==> src/rtl/vzrd_pkg.sv <==
// ============================================================================
// vzrd_pkg
// Types and constants shared by the zero-run decoder controller and datapath.
// ============================================================================
package vzrd_pkg;

  localparam int LEAF_W = 13;
  localparam int BYTE_W = 8;
  localparam int WORD_W = 64;
  localparam int VB_W   = 4;

  localparam logic [BYTE_W-1:0] NOVIS_BYTE = 8'hff;

  typedef enum logic [0:0] {
    ST_IDLE = 1'b0,
    ST_RUN  = 1'b1
  } vzrd_state_t;

  typedef struct packed {
    logic accept;
    logic step;
  } vzrd_cmd_t;

  typedef struct packed {
    logic start_run;
    logic emits;
    logic run_end;
    logic out_free;
  } vzrd_status_t;

endpackage

==> src/rtl/vzrd_ctrl.sv <==
// ============================================================================
// vzrd_ctrl
// Controller: accepts one transaction at a time and sequences the packing steps.
// ============================================================================
module vzrd_ctrl (
  input  logic                  clk,
  input  logic                  rst_n,
  input  logic                  in_valid,
  output logic                  in_stall,
  input  vzrd_pkg::vzrd_status_t status,
  output vzrd_pkg::vzrd_cmd_t    cmd
);
  import vzrd_pkg::*;

  vzrd_state_t state_r;
  vzrd_state_t state_nxt;

  always_ff @(posedge clk) begin
    if (!rst_n) begin
      state_r <= ST_IDLE;
    end else begin
      state_r <= state_nxt;
    end
  end

  always_comb begin
    state_nxt  = state_r;
    cmd.accept = 1'b0;
    cmd.step   = 1'b0;
    in_stall   = 1'b1;
    unique case (state_r)
      ST_IDLE: begin
        in_stall   = 1'b0;
        cmd.accept = in_valid;
        if (in_valid && status.start_run) begin
          state_nxt = ST_RUN;
        end
      end
      ST_RUN: begin
        cmd.step = !status.emits || status.out_free;
        if (cmd.step && status.run_end) begin
          state_nxt = ST_IDLE;
        end
      end
      default: begin
        state_nxt = ST_IDLE;
      end
    endcase
  end

endmodule

==> src/rtl/vzrd_datapath.sv <==
// ============================================================================
// vzrd_datapath
// Row state, byte packing lane and result register of the zero-run decoder.
// ============================================================================
module vzrd_datapath #(
  parameter int MAX_ROW_BYTES = 512
) (
  input  logic                          clk,
  input  logic                          rst_n,
  input  vzrd_pkg::vzrd_cmd_t           cmd,
  output vzrd_pkg::vzrd_status_t        status,
  input  logic                          in_command,
  input  logic [vzrd_pkg::BYTE_W-1:0]   in_data_byte,
  input  logic                          cfg_we,
  input  logic [vzrd_pkg::LEAF_W-1:0]   cfg_wdata,
  output logic                          out_valid,
  input  logic                          out_stall,
  output logic [vzrd_pkg::WORD_W-1:0]   out_word,
  output logic [vzrd_pkg::VB_W-1:0]     out_valid_bytes,
  output logic                          out_row_done,
  output logic                          out_last
);
  import vzrd_pkg::*;

  localparam int POS_W  = $clog2(MAX_ROW_BYTES + 1);
  localparam int CNT_W  = (POS_W > BYTE_W) ? POS_W : BYTE_W;
  localparam int WIDE_W = CNT_W + 1;
  localparam int RAW_W  = LEAF_W - 2;
  localparam logic [RAW_W-1:0] MAX_LEN = RAW_W'(MAX_ROW_BYTES);

  logic [LEAF_W-1:0] leaf_r;
  logic [WORD_W-1:0] buf_r;
  logic [VB_W-1:0]   fill_r;
  logic [POS_W-1:0]  pos_r;
  logic              await_r;
  logic [CNT_W-1:0]  rem_r;
  logic [BYTE_W-1:0] byte_r;
  logic              out_valid_r;
  logic [WORD_W-1:0] out_word_r;
  logic [VB_W-1:0]   out_vb_r;
  logic              out_done_r;
  logic              out_last_r;

  logic [LEAF_W:0]   len_sum;
  logic [RAW_W-1:0]  len_raw;
  logic [RAW_W-1:0]  len_clamp;
  logic [POS_W-1:0]  rlen;
  logic [VB_W-1:0]   avail;
  logic [POS_W-1:0]  left;
  logic [CNT_W-1:0]  k_wide;
  logic [VB_W-1:0]   k;
  logic [VB_W-1:0]   new_fill;
  logic [POS_W-1:0]  pos_step;
  logic [CNT_W-1:0]  rem_left;
  logic              row_end;
  logic              more;
  logic              emits;
  logic              word_last;
  logic [WORD_W-1:0] merged;

  always_comb begin
    len_sum = {1'b0, leaf_r} + (LEAF_W + 1)'(7);
    len_raw = len_sum[LEAF_W:3];
    if (len_raw == '0) begin
      len_clamp = RAW_W'(1);
    end else if (len_raw > MAX_LEN) begin
      len_clamp = MAX_LEN;
    end else begin
      len_clamp = len_raw;
    end
    rlen = len_clamp[POS_W-1:0];

    avail  = VB_W'(8) - fill_r;
    left   = rlen - pos_r;
    k_wide = CNT_W'(avail);
    if (CNT_W'(left) < k_wide) begin
      k_wide = CNT_W'(left);
    end
    if (rem_r < k_wide) begin
      k_wide = rem_r;
    end
    k = k_wide[VB_W-1:0];

    new_fill  = fill_r + k;
    pos_step  = pos_r + POS_W'(k);
    rem_left  = rem_r - CNT_W'(k);
    row_end   = (pos_step == rlen);
    more      = (rem_left >= CNT_W'(8)) ||
                ((rem_left != '0) &&
                 ((WIDE_W'(pos_step) + WIDE_W'(rem_left)) >= WIDE_W'(rlen)));
    emits     = (new_fill == VB_W'(8)) || row_end;
    word_last = row_end || !more;

    for (int i = 0; i < 8; i++) begin
      if ((VB_W'(i) >= fill_r) && (VB_W'(i) < new_fill)) begin
        merged[BYTE_W*i +: BYTE_W] = byte_r;
      end else begin
        merged[BYTE_W*i +: BYTE_W] = buf_r[BYTE_W*i +: BYTE_W];
      end
    end
  end

  assign status.start_run = in_command || (in_data_byte != '0);
  assign status.emits     = emits;
  assign status.run_end   = row_end || (rem_left == '0);
  assign status.out_free  = !out_valid_r || !out_stall;

  always_ff @(posedge clk) begin
    if (!rst_n) begin
      leaf_r      <= LEAF_W'(1);
      buf_r       <= '0;
      fill_r      <= '0;
      pos_r       <= '0;
      await_r     <= 1'b0;
      out_valid_r <= 1'b0;
    end else begin
      if (cfg_we) begin
        leaf_r  <= cfg_wdata;
        buf_r   <= '0;
        fill_r  <= '0;
        pos_r   <= '0;
        await_r <= 1'b0;
      end else if (cmd.accept) begin
        if (in_command) begin
          buf_r   <= '0;
          fill_r  <= '0;
          pos_r   <= '0;
          await_r <= 1'b0;
          rem_r   <= CNT_W'(rlen);
          byte_r  <= NOVIS_BYTE;
        end else if (await_r) begin
          await_r <= 1'b0;
          rem_r   <= CNT_W'(in_data_byte);
          byte_r  <= '0;
        end else if (in_data_byte == '0) begin
          await_r <= 1'b1;
        end else begin
          rem_r  <= CNT_W'(1);
          byte_r <= in_data_byte;
        end
      end else if (cmd.step) begin
        rem_r <= rem_left;
        if (emits) begin
          buf_r  <= '0;
          fill_r <= '0;
        end else begin
          buf_r  <= merged;
          fill_r <= new_fill;
        end
        if (row_end) begin
          pos_r   <= '0;
          await_r <= 1'b0;
        end else begin
          pos_r <= pos_step;
        end
      end

      if (cmd.step && emits) begin
        out_valid_r <= 1'b1;
      end else if (!out_stall) begin
        out_valid_r <= 1'b0;
      end
    end
  end

  always_ff @(posedge clk) begin
    if (cmd.step && emits) begin
      out_word_r <= merged;
      out_vb_r   <= new_fill;
      out_done_r <= row_end;
      out_last_r <= word_last;
    end
  end

  assign out_valid       = out_valid_r;
  assign out_word        = out_word_r;
  assign out_valid_bytes = out_vb_r;
  assign out_row_done    = out_done_r;
  assign out_last        = out_last_r;

endmodule

==> src/rtl/visibility_zero_run_decoder_unit.sv <==
// ============================================================================
// visibility_zero_run_decoder_unit
// Expands a zero-run coded visibility row into packed 64-bit words.
// ============================================================================
// The block takes one input transaction at a time. A literal byte takes the
// accept cycle and one packing step. A zero run or a no-vis row takes the
// accept cycle plus one packing step per output word segment, since the
// single eight-byte packing lane adds at most up to the next word boundary or
// row end in each step. A zero marker or a zero-length run needs no packing
// step. Stall on the result channel holds any packing step that would emit a
// word while a finished word is still waiting. Writing cfg_wdata sets
// leaf_count and restarts the row.
module visibility_zero_run_decoder_unit #(
  parameter int MAX_ROW_BYTES = 512
) (
  input  logic                         clk,
  input  logic                         rst_n,
  input  logic                         cfg_we,
  input  logic [vzrd_pkg::LEAF_W-1:0]  cfg_wdata,
  input  logic                         in_valid,
  output logic                         in_stall,
  input  logic                         in_command,
  input  logic [vzrd_pkg::BYTE_W-1:0]  in_data_byte,
  output logic                         out_valid,
  input  logic                         out_stall,
  output logic [vzrd_pkg::WORD_W-1:0]  out_word,
  output logic [vzrd_pkg::VB_W-1:0]    out_valid_bytes,
  output logic                         out_row_done,
  output logic                         out_last
);
  import vzrd_pkg::*;

  vzrd_cmd_t    cmd;
  vzrd_status_t status;

  vzrd_ctrl u_ctrl (
    .clk      (clk),
    .rst_n    (rst_n),
    .in_valid (in_valid),
    .in_stall (in_stall),
    .status   (status),
    .cmd      (cmd)
  );

  vzrd_datapath #(
    .MAX_ROW_BYTES (MAX_ROW_BYTES)
  ) u_datapath (
    .clk             (clk),
    .rst_n           (rst_n),
    .cmd             (cmd),
    .status          (status),
    .in_command      (in_command),
    .in_data_byte    (in_data_byte),
    .cfg_we          (cfg_we),
    .cfg_wdata       (cfg_wdata),
    .out_valid       (out_valid),
    .out_stall       (out_stall),
    .out_word        (out_word),
    .out_valid_bytes (out_valid_bytes),
    .out_row_done    (out_row_done),
    .out_last        (out_last)
  );

endmodule

==> config.mk <==
export PLATFORM = sky130hd
export DESIGN_NAME = visibility_zero_run_decoder_unit
export DESIGN_NICKNAME = d
export VERILOG_FILES = /design/src/rtl/vzrd_pkg.sv /design/src/rtl/vzrd_ctrl.sv /design/src/rtl/vzrd_datapath.sv /design/src/rtl/visibility_zero_run_decoder_unit.sv
export SDC_FILE = /design/constraint.sdc
export NUM_CORES = 1
export LEC_CHECK = 0
export BUFFER_PORTS_ARGS = -buffer_cell sky130_fd_sc_hd__buf_4
export CORE_MARGIN = 2
export CORE_UTILIZATION = 60
export DETAILED_ROUTE_END_ITERATION = 12
export GPL_TIMING_DRIVEN = 0
export PLACE_DENSITY = 0.81
export SYNTH_ARGS = -nofsm -noshare
export SYNTH_HDL_FRONTEND = slang
export SYNTH_HIERARCHICAL = 1
export SYNTH_SLANG_ARGS = --single-unit
==> constraint.sdc <==
create_clock -name clk -period 9.8 [get_ports clk]
set_input_delay 0.49 -clock clk [delete_from_list [all_inputs] [get_ports clk]]
set_output_delay 0.49 -clock clk [all_outputs]
set_load 0.1 [all_outputs]
==> results.py <==
metrics = {
    "logic_synthesis": {
        "syn_avg_cell_area_um2": 10.5,
        "netlist_area_mm2": 0.00996,
        "ys.flop_type": "dfxtp_1",
        "synth_edf_count": 88,
        "ys_types": 81,
        "synthTopCellsByArea": "edfxtp_1 (27%), dfxtp_1 (19%), ha_1 (6.7%), a32o_1 (5.6%), mux2_2 (4.6%)",
        "async_flop_share_pct": 0,
        "yosysSeqAreaShare_pct": 45.4,
        "yosys_warnings": 6,
        "synth_top_area_share_pct": 26.5,
        "synthCells": 951,
        "synth_area_leader_cell": "edfxtp_1",
        "ys_ff_latch": 182,
    },
    "worst_hold_path": {
        "hp-class": "in2reg",
    },
    "global_routing": {
        "overflow": 0,
        "antenna_found_initial": 0,
        "grt_max_degree": 68,
        "track_usage_pct": 28.9,
        "grt_pass1_vias": 7687,
        "grt_pass1_wl_um": 40000,
    },
    "clocking": {
        "h-tree-depth": 4,
        "path_clk_slew_ns": 0.07,
        "cts_root_buf": "clkbuf_16",
        "numClockSinks": 182,
        "ctsHoldBuffers": 0,
        "clk_latency_ns": 0.42,
        "cts_tree": "done",
        "clockBufferDepth": 2,
        "numCtsBuffers": 17,
    },
    "sta": {
        "post-route-min-period_ns": 9.37,
        "finalSetupViolCount": 0,
        "relSlewSlack_pct": 26.8,
        "period_share_pct": 95.7,
        "fmax_ghz": 0.107,
        "finalMaxSlewViolations": 0,
        "timing.hold.ws_ns": 0.279,
        "setup_slack_ns": 0.426,
        "max_slew.worst_pin.slew_ns": 1.10,
        "timing_hold_violations_final": 0,
        "finalClockSkew_ns": 0.0116,
    },
    "placement": {
        "numPortBuffers": 96,
        "placed_area_mm2": 0.0110,
        "dp.cells": 1273,
        "dp_hpwl_um": 18300,
        "gp_congestion": 0.985,
        "place_ws_ns": -0.451,
    },
    "worst_setup_path": {
        "start_kind": "flop",
        "cp_slowest_cell": "buf_1",
        "r2r_start": "u_datapath/leaf_r[12]",
        "critPathKind": "reg2reg",
        "max_stage_delay_ns": 0.55,
        "reg2reg_depth": 43,
        "worst_ep_required_time_ns": 10.13,
        "critPathMaxFanout": 10,
        "r2r_slack_ns": 0.43,
        "arrival_ns": 9.71,
        "setup.worst_path.start": "u_datapath/leaf_r[12]",
        "endpoint": "u_datapath/buf_r[19]",
        "worstSetupEndpointType": "flop",
        "rr_endpoint": "u_datapath/buf_r[19]",
    },
    "power_and_ir_drop": {
        "p_per_area_mw_per_mm2": 183,
        "leakage_nw": 4.66,
        "peakVddDrop_uv": 151,
    },
    "run": {
        "maxCapViolCount": 0,
    },
    "detailed_routing": {
        "drt-total-wl_um": 25800,
        "vias": 8167,
        "viasPerCell": 6.22,
        "routedWlPerCell_um": 19.6,
        "drcViolationCount": 0,
        "antenna_left": 0,
        "drt-pass1-iter-count": 5,
        "drt_iter0_drc": 820,
    },
    "floorplan": {
        "coreArea_mm2": 0.0164,
        "io-pin-count": 99,
        "dieArea_mm2": 0.0176,
        "die_width_um": 133,
        "rows": 47,
        "initial_utilization_pct": 60.7,
        "dieHeight_um": 133,
    },
    "run_status": {
        "status": "completed",
    },
    "final_layout": {
        "nNetsFinal": 1166,
        "final_cell_mix": "buf_4 (107), dfxtp_1 (93), edfxtp_1 (88), inv_1 (61), nor2_1 (61)",
        "num_antenna_cells": 0,
        "final_common_cell": "buf_4",
        "drive_gt1_share_pct": 21.9,
        "final_util_pct": 72.3,
        "area_growth_pct": 19.2,
        "stdcell_count": 1314,
        "fin_area_mm2": 0.0119,
    },
}
==> power by group <==
part           internal, mW  total, mW  leakage [nW]  switching (mW)
clock                 0.389      0.687         0.285           0.298
combinational         0.212      0.621          2.80           0.409
sequential            0.845      0.865          1.57          0.0209
total                  1.45       2.17          4.66           0.727
==> repair_timing <==
item                       CTS  global route
gates resized for setup     14            26
cloned                       0             0
pin swaps                    1             6
setup endpoints to repair   66            88
buffers inserted             0            10
==> worst min path at each step <==
stage | to | slack [ns] | from | cells after the start
2_1_floorplan | u_datapath/buf_r[0] | 0.47 | u_datapath/buf_r[0] | 1
3_3_place_gp | u_datapath/buf_r[5] | 0.47 | u_datapath/buf_r[5] | 1
3_5_place_dp | u_datapath/buf_r[41] | 0.48 | u_datapath/buf_r[41] | 1
4_1_cts | u_datapath/leaf_r[0] | 0.27 | cfg_wdata[0] | 3
5_1_grt | u_datapath/leaf_r[0] | 0.30 | cfg_wdata[0] | 3
6_report | u_datapath/leaf_r[0] | 0.28 | cfg_wdata[0] | 3
==> worst max-delay path, delay by kind of cell, from the launching register on <==
kind / cells / cell delay (ns)
fa+ha+maj: 5 / 1.52
simple gates: 14 / 2.25
flops: 1 / 0.43
mux: 1 / 0.39
compound gates: 13 / 2.56
xor+xnor: 3 / 0.59
buf+inv: 7 / 1.50
==> metrics by stage <==
stage	setup TNS [ns]	power, mW
2_1_floorplan	0	1.34
6_report	0	2.17
3_5_place_dp	-18.40	1.47
5_1_grt	-0.0396	2.25
4_1_cts	0	2.15
3_3_place_gp	-79.83	1.46
==> layout make-up <==
class                      count  area [um2]
buffer                        41         183
timing repair buffer         107         823
clock buffer                  21         450
multi-input combinational    668        5240
fill                        1121        4540
tap                          220         275
sequential                   182        4530
inverter                      64         240
clock inverter                11         136
==> cell usage after synthesis (5+ instances only) <==
cell type / n
o21ai_0: 45
fa_1: 5
nor4_1: 6
inv_1: 61
and3_1: 10
a22oi_1: 12
nor3_1: 12
xnor2_1: 30
edfxtp_1: 88
or3_1: 6
and2_1: 8
clkbuf_1: 31
o21bai_1: 5
a21o_1: 27
nor2_1: 64
o211ai_1: 5
nand2_1: 56
nand2b_1: 8
xor2_1: 17
nor2b_1: 20
a32o_1: 56
mux2_2: 41
a21oi_1: 43
o221ai_1: 9
or2_2: 8
o21a_1: 5
ha_1: 53
nand3_1: 23
mux2i_1: 20
dfxtp_1: 94
==> layer usage <==
layer  global-route usage, %  routed length [um]
met1                    37.7               10400
met5                       0                   0
met2                    47.8               12400
met4                    10.7                 856
met3                    5.90                2140
==> state kept, by name, indices dropped and copies added (netlist names) <==
name                        flops
u_datapath/buf_r               64
u_datapath/out_word            64
u_datapath/leaf_r              13
u_datapath/pos_r               10
u_datapath/rem_r               10
u_datapath/byte_r               8
u_datapath/fill_r               4
u_datapath/out_valid_bytes      4
u_ctrl/state_r                  1
u_datapath/await_r              1
u_datapath/out_last             1
u_datapath/out_row_done         1
u_datapath/out_valid            1
==> kinds of logic (layout without fill, tap and decap cells) <==
logic type | count (synthesis) | in the layout | share of synthesized area, %
AOI/OAI and AO/OA | 249 | 249 | 19.1
xor gates and xnor gates | 48 | 48 | 4.36
adders and majority gates | 58 | 58 | 7.67
buffers and inverters | 106 | 244 | 4.24
DFF | 182 | 182 | 45.4
muxes | 63 | 63 | 6.87
other | 1 | 6 | 0.0377
and+or+nand+nor | 244 | 244 | 12.3
No activity file was read; power rests on OpenSTA's default activity.
